## src/sv/clhs_pkg.sv

```systemverilog
// Package of the CAN link health supervisor: command codes, register map,
// request, result and configuration types. No dependencies.
package clhs_pkg;

   localparam int CSR_ADDR_W = 3;
   localparam int CSR_DATA_W = 32;
   localparam int REQ_TDATA_W = 72;
   localparam int REQ_TUSER_W = 2;
   localparam int RSP_TDATA_W = 136;

   localparam logic [15:0] RECOVERY_DELAY_RESET = 16'd1000;
   localparam logic [15:0] STUCK_LIMIT_RESET = 16'd100;

   typedef enum logic [1:0] {
      CMD_POLL  = 2'd0,
      CMD_ERROR = 2'd1,
      CMD_START = 2'd2
   } cmd_type;

   // Register index, taken from the word address bit of paddr.
   typedef enum logic {
      REG_RECOVERY_DELAY = 1'b0,
      REG_STUCK_LIMIT    = 1'b1
   } reg_index_type;

   typedef struct packed {
      logic [15:0] recovery_delay_ms;
      logic [15:0] stuck_limit_ms;
   } cfg_type;

   typedef struct packed {
      cmd_type     command;
      logic [31:0] now_ms;
      logic        bus_off;
      logic        mailboxes_full;
      logic        listening;
      logic        init_ack;
      logic        restart_ok;
      logic [31:0] error_code;
      logic        error_is_bus_off;
   } req_type;

   typedef struct packed {
      logic        ready_res;
      logic        restart_request;
      logic        recovery_waiting;
      logic [31:0] bus_off_total;
      logic [31:0] restart_total;
      logic [31:0] error_total;
      logic [31:0] latest_error;
   } rsp_type;

endpackage

```

## src/sv/clhs_csr.sv

```systemverilog
// Configuration registers of the CAN link health supervisor, APB-style port.
// Depends on clhs_pkg.
module clhs_csr (
   input  logic                            clock,
   input  logic                            reset,
   input  logic                            csr_psel,
   input  logic                            csr_penable,
   input  logic                            csr_pwrite,
   input  logic [clhs_pkg::CSR_ADDR_W-1:0] csr_paddr,
   input  logic [clhs_pkg::CSR_DATA_W-1:0] csr_pwdata,
   output logic [clhs_pkg::CSR_DATA_W-1:0] csr_prdata,
   output logic                            csr_pready,
   output clhs_pkg::cfg_type               cfg
);
   import clhs_pkg::*;

   logic [15:0]   recovery_delay_ff;
   logic [15:0]   recovery_delay_in;
   logic [15:0]   stuck_limit_ff;
   logic [15:0]   stuck_limit_in;
   logic          wr_en;
   reg_index_type reg_sel;

   assign csr_pready = 1'b1;
   assign wr_en = csr_psel && csr_penable && csr_pwrite && csr_pready;
   assign reg_sel = reg_index_type'(csr_paddr[CSR_ADDR_W-1]);

   always_comb begin
      recovery_delay_in = recovery_delay_ff;
      stuck_limit_in = stuck_limit_ff;
      if (wr_en) begin
         unique case (reg_sel)
            REG_RECOVERY_DELAY: recovery_delay_in = csr_pwdata[15:0];
            REG_STUCK_LIMIT:    stuck_limit_in = csr_pwdata[15:0];
            default:            ;
         endcase
      end
   end

   always_comb begin
      unique case (reg_sel)
         REG_RECOVERY_DELAY: csr_prdata = {16'd0, recovery_delay_ff};
         REG_STUCK_LIMIT:    csr_prdata = {16'd0, stuck_limit_ff};
         default:            csr_prdata = '0;
      endcase
   end

   always_ff @(posedge clock) begin
      if (reset) begin
         recovery_delay_ff <= RECOVERY_DELAY_RESET;
         stuck_limit_ff <= STUCK_LIMIT_RESET;
      end else begin
         recovery_delay_ff <= recovery_delay_in;
         stuck_limit_ff <= stuck_limit_in;
      end
   end

   assign cfg.recovery_delay_ms = recovery_delay_ff;
   assign cfg.stuck_limit_ms = stuck_limit_ff;

endmodule

```

## src/sv/clhs_core.sv

```systemverilog
// Supervisor state and the per-request decision logic of the CAN link health
// supervisor. Depends on clhs_pkg.
module clhs_core (
   input  logic              clock,
   input  logic              reset,
   input  logic              step_en,
   input  clhs_pkg::req_type req,
   input  clhs_pkg::cfg_type cfg,
   output clhs_pkg::rsp_type rsp
);
   import clhs_pkg::*;

   logic        ready_ff, ready_in;
   logic        pending_ff, pending_in;
   logic [31:0] due_ff, due_in;
   logic        armed_ff, armed_in;
   logic [31:0] since_ff, since_in;
   logic [31:0] boff_cnt_ff, boff_cnt_in;
   logic [31:0] rst_cnt_ff, rst_cnt_in;
   logic [31:0] err_cnt_ff, err_cnt_in;
   logic [31:0] last_err_ff, last_err_in;

   logic [31:0] due_diff;
   logic        due_reached;
   logic [31:0] busy_elapsed;
   logic        stuck_hit;
   logic [31:0] next_due;
   logic        stuck;
   logic        restart;

   // The due time has come when now - due is not negative as a signed value.
   assign due_diff = req.now_ms - due_ff;
   assign due_reached = ~due_diff[31];
   assign busy_elapsed = req.now_ms - since_ff;
   assign stuck_hit = busy_elapsed >= {16'd0, cfg.stuck_limit_ms};
   assign next_due = req.now_ms + {16'd0, cfg.recovery_delay_ms};
   assign stuck = ready_ff && req.mailboxes_full && armed_ff && stuck_hit;

   always_comb begin
      ready_in = ready_ff;
      pending_in = pending_ff;
      due_in = due_ff;
      armed_in = armed_ff;
      since_in = since_ff;
      boff_cnt_in = boff_cnt_ff;
      rst_cnt_in = rst_cnt_ff;
      err_cnt_in = err_cnt_ff;
      last_err_in = last_err_ff;
      restart = 1'b0;
      unique case (req.command)
         CMD_POLL: begin
            priority if (pending_ff) begin
               if (due_reached) begin
                  pending_in = 1'b0;
                  restart = 1'b1;
               end
            end else if (req.bus_off) begin
               boff_cnt_in = boff_cnt_ff + 32'd1;
               ready_in = 1'b0;
               pending_in = 1'b1;
               due_in = next_due;
            end else if (ready_ff) begin
               if (req.mailboxes_full) begin
                  if (!armed_ff) begin
                     armed_in = 1'b1;
                     since_in = req.now_ms;
                  end
               end else begin
                  armed_in = 1'b0;
               end
               if (stuck || !req.listening || req.init_ack) begin
                  restart = 1'b1;
               end
            end
            // A forced restart disarms the mailbox timer; its outcome
            // either restores the link or schedules the next attempt.
            if (restart) begin
               armed_in = 1'b0;
               if (req.restart_ok) begin
                  ready_in = 1'b1;
                  rst_cnt_in = rst_cnt_ff + 32'd1;
               end else begin
                  ready_in = 1'b0;
                  pending_in = 1'b1;
                  due_in = next_due;
               end
            end
         end
         CMD_ERROR: begin
            err_cnt_in = err_cnt_ff + 32'd1;
            last_err_in = req.error_code;
            // A bus-off while a recovery is already pending is not counted.
            if (req.error_is_bus_off && !pending_ff) begin
               boff_cnt_in = boff_cnt_ff + 32'd1;
               ready_in = 1'b0;
               pending_in = 1'b1;
               due_in = next_due;
            end
         end
         CMD_START: begin
            if (req.restart_ok) begin
               ready_in = 1'b1;
            end
         end
         default: ;
      endcase
   end

   always_ff @(posedge clock) begin
      if (reset) begin
         ready_ff <= 1'b0;
         pending_ff <= 1'b0;
         due_ff <= '0;
         armed_ff <= 1'b0;
         since_ff <= '0;
         boff_cnt_ff <= '0;
         rst_cnt_ff <= '0;
         err_cnt_ff <= '0;
         last_err_ff <= '0;
      end else if (step_en) begin
         ready_ff <= ready_in;
         pending_ff <= pending_in;
         due_ff <= due_in;
         armed_ff <= armed_in;
         since_ff <= since_in;
         boff_cnt_ff <= boff_cnt_in;
         rst_cnt_ff <= rst_cnt_in;
         err_cnt_ff <= err_cnt_in;
         last_err_ff <= last_err_in;
      end
   end

   assign rsp.ready_res = ready_in;
   assign rsp.restart_request = restart;
   assign rsp.recovery_waiting = pending_in;
   assign rsp.bus_off_total = boff_cnt_in;
   assign rsp.restart_total = rst_cnt_in;
   assign rsp.error_total = err_cnt_in;
   assign rsp.latest_error = last_err_in;

endmodule

```

## src/sv/can_link_health_supervisor.sv

```systemverilog
// Top level of the CAN link health supervisor: request and result registers
// around the decision core, plus the configuration port.
// Depends on clhs_pkg, clhs_csr and clhs_core.
//
//   Channel   Direction  Handshake                Carries
//   req_*     in         tvalid/tready            one poll, error or start request
//   rsp_*     out        tvalid/tready            one status result per request
//   csr_*     in/out     psel/penable/pready      two 16-bit delay registers
//
// A request is captured in the request register, evaluated by the core once
// the result register is empty or draining, and written to the result register
// together with the state. The result is offered only after it has passed the
// request register and the result register; one request per cycle is sustained
// while the result side accepts, set by the single state update in the core.
// A stalled result holds in the result register while one more request waits
// in the request register; req_tready drops only when both are occupied.
// Reset is synchronous and active high; it clears the state, the counters
// and both valid flags, and restores the register defaults.
module can_link_health_supervisor (
   input  logic                             clock,
   input  logic                             reset,
   // Request channel.
   input  logic                             req_tvalid,
   output logic                             req_tready,
   // tdata, from bit 0: now_ms[31:0], bus_off, mailboxes_full, listening,
   // init_ack, restart_ok, error_code[31:0], error_is_bus_off, zero fill.
   input  logic [clhs_pkg::REQ_TDATA_W-1:0] req_tdata,
   // tuser: command[1:0].
   input  logic [clhs_pkg::REQ_TUSER_W-1:0] req_tuser,
   // Result channel.
   output logic                             rsp_tvalid,
   input  logic                             rsp_tready,
   // tdata, from bit 0: ready_res, restart_request, recovery_waiting,
   // bus_off_total[31:0], restart_total[31:0], error_total[31:0],
   // latest_error[31:0], zero fill.
   output logic [clhs_pkg::RSP_TDATA_W-1:0] rsp_tdata,
   // Configuration port.
   input  logic                             csr_psel,
   input  logic                             csr_penable,
   input  logic                             csr_pwrite,
   input  logic [clhs_pkg::CSR_ADDR_W-1:0]  csr_paddr,
   input  logic [clhs_pkg::CSR_DATA_W-1:0]  csr_pwdata,
   output logic [clhs_pkg::CSR_DATA_W-1:0]  csr_prdata,
   output logic                             csr_pready
);
   import clhs_pkg::*;

   req_type req_unpacked;
   req_type req_ff;
   logic    req_valid_ff, req_valid_in;
   rsp_type rsp_core;
   rsp_type rsp_ff;
   logic    rsp_valid_ff, rsp_valid_in;
   logic    req_fire;
   logic    step_en;
   cfg_type cfg;

   // Unpack the request fields from the bus.
   assign req_unpacked.command = cmd_type'(req_tuser);
   assign req_unpacked.now_ms = req_tdata[31:0];
   assign req_unpacked.bus_off = req_tdata[32];
   assign req_unpacked.mailboxes_full = req_tdata[33];
   assign req_unpacked.listening = req_tdata[34];
   assign req_unpacked.init_ack = req_tdata[35];
   assign req_unpacked.restart_ok = req_tdata[36];
   assign req_unpacked.error_code = req_tdata[68:37];
   assign req_unpacked.error_is_bus_off = req_tdata[69];

   // The held request moves on when the result register is empty or is being
   // drained in this cycle; a new request may enter in the same cycle.
   assign step_en = req_valid_ff && (!rsp_valid_ff || rsp_tready);
   assign req_tready = !req_valid_ff || step_en;
   assign req_fire = req_tvalid && req_tready;

   always_comb begin
      req_valid_in = req_valid_ff;
      if (req_fire) begin
         req_valid_in = 1'b1;
      end else if (step_en) begin
         req_valid_in = 1'b0;
      end
   end

   always_comb begin
      rsp_valid_in = rsp_valid_ff;
      if (step_en) begin
         rsp_valid_in = 1'b1;
      end else if (rsp_tready) begin
         rsp_valid_in = 1'b0;
      end
   end

   always_ff @(posedge clock) begin
      if (reset) begin
         req_valid_ff <= 1'b0;
         rsp_valid_ff <= 1'b0;
      end else begin
         req_valid_ff <= req_valid_in;
         rsp_valid_ff <= rsp_valid_in;
      end
   end

   // Payload registers carry no reset.
   always_ff @(posedge clock) begin
      if (req_fire) begin
         req_ff <= req_unpacked;
      end
      if (step_en) begin
         rsp_ff <= rsp_core;
      end
   end

   clhs_csr u_csr (
      .clock       (clock),
      .reset       (reset),
      .csr_psel    (csr_psel),
      .csr_penable (csr_penable),
      .csr_pwrite  (csr_pwrite),
      .csr_paddr   (csr_paddr),
      .csr_pwdata  (csr_pwdata),
      .csr_prdata  (csr_prdata),
      .csr_pready  (csr_pready),
      .cfg         (cfg)
   );

   clhs_core u_core (
      .clock   (clock),
      .reset   (reset),
      .step_en (step_en),
      .req     (req_ff),
      .cfg     (cfg),
      .rsp     (rsp_core)
   );

   assign rsp_tvalid = rsp_valid_ff;
   assign rsp_tdata = {5'd0, rsp_ff.latest_error, rsp_ff.error_total,
                       rsp_ff.restart_total, rsp_ff.bus_off_total,
                       rsp_ff.recovery_waiting, rsp_ff.restart_request,
                       rsp_ff.ready_res};

endmodule

```

## config.mk

```make
export PLATFORM = sky130hd
export DESIGN_NAME = can_link_health_supervisor
export DESIGN_NICKNAME = d
export VERILOG_FILES = /design/src/sv/clhs_pkg.sv /design/src/sv/clhs_csr.sv /design/src/sv/clhs_core.sv /design/src/sv/can_link_health_supervisor.sv
export SDC_FILE = /design/constraint.sdc
export NUM_CORES = 1
export LEC_CHECK = 0
export BUFFER_PORTS_ARGS = -buffer_cell sky130_fd_sc_hd__buf_2
export CORE_UTILIZATION = 40
export DETAILED_ROUTE_END_ITERATION = 8
export PLACE_DENSITY_LB_ADDON = 0.15
export SLEW_MARGIN = 15
export SYNTH_ARGS = -nofsm -noshare
export SYNTH_HDL_FRONTEND = slang
export SYNTH_SLANG_ARGS = --single-unit
```

## constraint.sdc

```tcl
create_clock -name clock -period 5.4 [get_ports clock]
set_input_delay 0.54 -clock clock [delete_from_list [all_inputs] [get_ports clock]]
set_output_delay 0.54 -clock clock [all_outputs]
set_load 0.01 [all_outputs]
```

After elaboration in Yosys (flattened, before gate mapping) --
Index checks and enable logic that the tools add are counted.
Storage, ports and cells: register bits 432, logic and storage cells 116, input bits 116, output and inout port bits 171
Cells by class: muxes and demuxes 45, equal/unequal tests 5, $add $sub $neg 6, reductions and logical operators 26, magnitude comparators 1, bitwise operators 4
Operator list (count):
- 2-to-1 mux 32 bit | 13
- case mux 32 bit (2 select lines) | 3
- adder 32 x 1 -> 32 bit (second input constant) | 3
- subtractor 32 bit | 2
- adder 32 x 16 -> 32 bit | 1
- >= comparator 32 x 16 -> 1 bit | 1
- 2-to-1 mux 1 bit | 27
- logical AND 1 bit | 8
- nonzero test 2 bit | 4
- AND reduction 7 bit | 1
- AND reduction 5 bit | 1
- logical NOT 1 bit | 4
- logical OR 1 bit | 4
- != test 2 x 1 -> 1 bit (second input constant) | 2
- inverter 1 bit | 4
- AND reduction 2 bit | 2
- case mux 1 bit (3 select lines) | 1
- AND reduction 3 bit | 1
- equality test 2 x 1 -> 1 bit (second input constant) | 1
- equality test 2 bit (second input constant) | 1
- logical NOT 2 bit | 1
- != test 2 bit (second input constant) | 1
- case mux 1 bit (2 select lines) | 1

Longest topological paths before layout --
depth after elaboration 12, mapped depth 23, mapped depth without buffers 21

Cells and area by module --
A second synthesis with hierarchy kept.
Unflattened totals: cell total of the unflattened synthesis 2336, area total of the unflattened synthesis 22287.6 um^2
Modules (own cells, without submodules):
- clhs_core | seq. area each 3903.7 um^2, cells an instance 1951, area an instance 14348.8 um^2, times used 1
- can_link_health_supervisor | seq. area each 6135.9 um^2, cells an instance 219, area an instance 6241.0 um^2, times used 1
- clhs_csr | seq. area each 640.6 um^2, cells an instance 166, area an instance 1697.9 um^2, times used 1

Worst setup path after synthesis --
OpenSTA, ideal clock, no wires.
path type input-to-reg, start point input port rsp_tready, end point register rsp_ff (netlist bit rsp_tdata[0]), enable pin, path buffers 3, stages on the path 6, required time 4.854 ns, slack -0.339 ns, arrival time 5.192 ns, library setup time 0.546 ns, cells stage by stage nor2b_1 nand2b_1 clkinv_1 clkbuf_1 clkbuf_1 clkbuf_1
Between the ends: longest elaborated chain between the ends 2
Ends and longest elaborated chain:
- start, declared | RTL line can_link_health_supervisor.sv:32 | input logic rsp_tready,
- logical OR 1 bit | RTL line can_link_health_supervisor.sv:71 | assign step_en = req_valid_ff && (!rsp_valid_ff || rsp_tready);
- logical AND 1 bit | RTL line can_link_health_supervisor.sv:71
- end signal, assigned | RTL line can_link_health_supervisor.sv:109 | rsp_ff <= rsp_core;
- end, declared | RTL line can_link_health_supervisor.sv:52 | rsp_type rsp_ff;
Every way passes these cells. A chain may end at the register's enable or synchronous reset.

Final worst setup path --
start point register req_ff[46] in the netlist's numbering, end point register u_core.rst_cnt_ff[25]
Between the ends: longest elaborated chain between the ends 12, elaborated cells on any way between the ends 14, those cells by class add/sub (2); order compare (1); mux (8); reduce/logical (3)
Ends and longest elaborated chain:
- start, declared | RTL line can_link_health_supervisor.sv:49 | req_type req_ff;
- start signal, assigned | RTL line can_link_health_supervisor.sv:106 | req_ff <= req_unpacked;
- subtractor 32 bit | RTL line clhs_core.sv:34 | assign busy_elapsed = req.now_ms - since_ff;
- >= comparator 32 x 16 -> 1 bit | RTL line clhs_core.sv:35 | assign stuck_hit = busy_elapsed >= {16'd0, cfg.stuck_limit_ms};
- logical AND 1 bit | RTL line clhs_core.sv:37 | assign stuck = ready_ff && req.mailboxes_full && armed_ff && stuck_hit;
- logical OR 1 bit (2 in series) | RTL line clhs_core.sv:71 | if (stuck || !req.listening || req.init_ack) begin
- 2-to-1 mux 1 bit | RTL line clhs_core.sv:71
- 2-to-1 mux 1 bit | RTL line clhs_core.sv:62 | end else if (ready_ff) begin
- 2-to-1 mux 1 bit | RTL line clhs_core.sv:57 | end else if (req.bus_off) begin
- 2-to-1 mux 1 bit * | RTL line clhs_core.sv:52 | priority if (pending_ff) begin
- 2-to-1 mux 1 bit * | RTL line clhs_core.sv:50 | unique case (req.command)
- 2-to-1 mux 32 bit * | RTL line clhs_core.sv:77 | if (restart) begin
- 2-to-1 mux 32 bit * | RTL line clhs_core.sv:50
- end signal, assigned | RTL line clhs_core.sv:127 | rst_cnt_ff <= rst_cnt_in;
- end, declared | RTL line clhs_core.sv:19 | logic [31:0] rst_cnt_ff, rst_cnt_in;
Mark *: on every way between the ends. The rest lies on a longest branch, timed or not. The select of a mux whose other input is x is not followed.

==> impl_metrics.csv <==
group,metric,value,unit
clock_tree,cts_buffers,49,
timing,fin_skew,24.9,ps
global_route,antenna_found_initial,4,
floorplanning,ios,287,
floorplanning,die-height,236,um
floorplanning,coreArea,53800,sq um
routing,drt-total-wl,52300,um
synthesis,syn_area,21800,sq um
placed_design,dp.final_hpwl,36100,um
timing,slew_violations,0,
clock_tree,clock-sinks,432,
global_route,busiest_layer,"met2",
global_route,use_met1,0.249,
timing,fmax,197,MHz
cells_and_area,area_growth,16.4,%
cells_and_area,fin_area,25400,sq um
clock_tree,cts_tree,"done",
clock_tree,clk_path_buf_depth,3,
timing,finalHoldViolCount,0,
cells_and_area,final_nets,2698,
global_route,grt_pass1_wl,84400,um
worst_setup_path,required,5870,ps
placed_design,place_area,23700,sq um
timing,worst_pin_slew,1080,ps
worst_setup_path,r2r_cells,21,
global_route,gr-usage-all-layers,0.187,
worst_setup_path,arrival,5540,ps
synthesis,synth_top_area_cell,"edfxtp_1",
timing,period_share,0.938,
routing,drc_errors,0,
power,power,7.79,mW
worst_setup_path,crit_end,"u_core.rst_cnt_ff[25]",
routing,wire_per_inst,16.2,um
clock_tree,clk_pin_slew_worst_paths,60,ps
global_route,grt_overflow,0,
routing,via_per_inst,5.17,
synthesis,synth_edf_count,203,
cells_and_area,nFillCells,5056,
placed_design,routabilityCongestion,0.844,
timing,relSlewSlack,0.278,
floorplanning,die_w,236,um
global_route,grt_start_max_net_pins,150,
floorplanning,dieArea,55500,sq um
timing,setup_viol,0,
synthesis,ys_types,79,
routing,dr.pass1.iters,5,
worst_setup_path,crit_start,"req_ff[46]",
routing,ant_nets,0,
synthesis,synth-seq-cells,432,
power,power_density,307,nW/um^2
worst_setup_path,reg2reg_slack,330,ps
routing,drt-initial-drc-count,879,
global_route,use_met2,0.306,
clock_tree,root_buffer,"clkbuf_16",
worst_hold_path,hp-class,"input port to flop",
synthesis,yosysMostFrequentCell,"nand2_1",
worst_setup_path,cp-end-kind,"flop",
worst_setup_path,r2r-end,"u_core.rst_cnt_ff[25]",
cells_and_area,final_core_util,0.472,
clock_tree,insertion_delay,590,ps
worst_setup_path,crit_type,"flop to flop",
timing,whs,128,ps
outcome,status,"completed",
placed_design,port_buffers,244,
synthesis,synth_common_cells,"255 x nand2_1, 241 x nor2_1, 229 x dfxtp_1",
global_route,met3_usage,0.0369,
routing,num_vias,16700,
synthesis,ys_warn_count,0,
timing,fin_crit,5070,ps
synthesis,seq_area_frac_synth,0.489,
worst_setup_path,r2r-start,"req_ff[46]",
synthesis,ys.flop_type,"dfxtp_1",
synthesis,yosys.area.top_type_share,0.279,
power,p_leak,9.63,nW
clock_tree,cts.htree.levels,2,
job,max_cap_violations,0,
synthesis,syn_area_per_cell,9.62,sq um
cells_and_area,drive_gt1_frac,0.176,
global_route,first_global_vias,16000,
synthesis,async_flop_share,0,
worst_setup_path,cp_max_fo,24,
floorplanning,rows,85,
power,ir_drop,0.257,mV
synthesis,synth.area.top_cells,"edfxtp_1 28%, dfxtp_1 21%, ha_1 5.5%",
synthesis,syn_inst,2268,
worst_setup_path,startpoint_type,"flop",
floorplanning,initial_utilization,0.405,
timing,tns,0,ps
logic make-up (layout without fill, tap and decap cells):
kind of cell             count (synthesis)  count (layout)  share of synthesized area
AND/OR/NAND/NOR                        866             866                      0.186
flip-flops                             432             432                      0.489
AO/OA/AOI/OAI                          379             379                      0.108
buffers and inverters                  238             473                     0.0491
XOR/XNOR                               175             175                     0.0702
adder cells (fa/ha/maj)                 98              98                     0.0569
multiplexers                            78              78                     0.0400
other                                    2              24                   0.000344
worst max-delay path, stage by stage, from the launching register on:
cell,delay (ps)
edfxtp_1,450
ha_1,450
and3_1,230
a211oi_1,210
a21bo_2,270
a21oi_1,230
o21bai_1,120
xor2_1,150
ha_1,290
nand4_1,140
a2111oi_1,70
o41ai_1,70
a21oi_1,120
nor4_2,360
o2111ai_1,190
nor4_2,240
o2111ai_2,250
o31ai_4,300
buf_12,210
buf_12,170
nor4_1,70
mux2_1,340
layout by cell type (no fill, tap or decap), drive strengths merged, types with 19 or more instances in the layout:
master	synthesis	layout
xnor2	61	61
a21oi	164	164
and3	27	27
buf	50	282
clkbuf	88	72
edfxtp	203	203
a31oi	21	21
conb	2	22
nor2b	33	33
inv	99	101
nor3	92	92
nor2	241	241
xor2	114	114
a211oi	25	25
o31ai	26	26
nand2	255	255
ha	96	96
nor4	19	19
or3	33	33
mux2	74	74
dfxtp	229	229
nand3	57	57
nand4	47	47
o21ai	63	63
metrics by stage:
stage               cells  setup slack [ps]
floorplan            2288               795
global placement     3128               171
detailed placement   3128              82.5
CTS                  3218              63.9
global route         3221             -31.1
finish               3221               333
report_power, final:
part,total [mW],switching (mW),internal (mW)
sequential,3.62,0.0673,3.56
clock,3.43,1.34,2.09
combinational,0.735,0.453,0.281
total,7.79,1.86,5.92
layout make-up:
cell class                 instances  area (sq um)  area share
clock inverter                    19           230     0.00906
clock buffer                      71          1440      0.0567
timing repair buffer             283          1600      0.0629
multi-input combinational       1618         10200       0.401
sequential                       432         10700       0.420
tap                              696           871      0.0343
inverter                         100           383      0.0151
antenna                            2          5.00    0.000197
sequential cells by signal, summed over array words and instances (netlist names):
register,cells
u_core.rst_cnt_ff,32
u_core.err_cnt_ff,32
rsp_tvalid,1
u_core.armed_ff,1
u_core.since_ff,32
u_core.ready_ff,1
u_csr.recovery_delay_ff,16
u_core.boff_cnt_ff,32
rsp_tdata,131
u_core.last_err_ff,32
req_ff,72
u_core.pending_ff,1
req_valid_ff,1
u_core.due_ff,32
u_csr.stuck_limit_ff,16
timing repair:
| item | 4_1_cts | 5_1_grt |
|---|---|---|
| setup buffers | 0 | 1 |
| gates resized for setup | 0 | 5 |
| hold buffers | 0 | 0 |
| setup endpoints to repair | 0 | 96 |
metal layers:
layer | vias up | part of all wire
li1 | 8383 | -
met3 | 81 | 0.047
met5 | - | 0.00025
met4 | 2 | 0.025
met2 | 303 | 0.46
met1 | 7890 | 0.46
worst min path at each step:
stage,startpoint,end,slack (ps),depth (start not counted)
final,req_tuser[0],req_ff[70],130,1
after global routing,req_tuser[0],req_ff[70],100,1
after CTS,req_tdata[32],req_ff[37],90,1
after detailed placement,u_core.since_ff[19],u_core.since_ff[19],450,2
after global placement,u_core.since_ff[23],u_core.since_ff[23],440,2
after floorplan,u_core.since_ff[10],u_core.since_ff[10],440,2
Note: power is estimated with default switching activity, not from simulation.
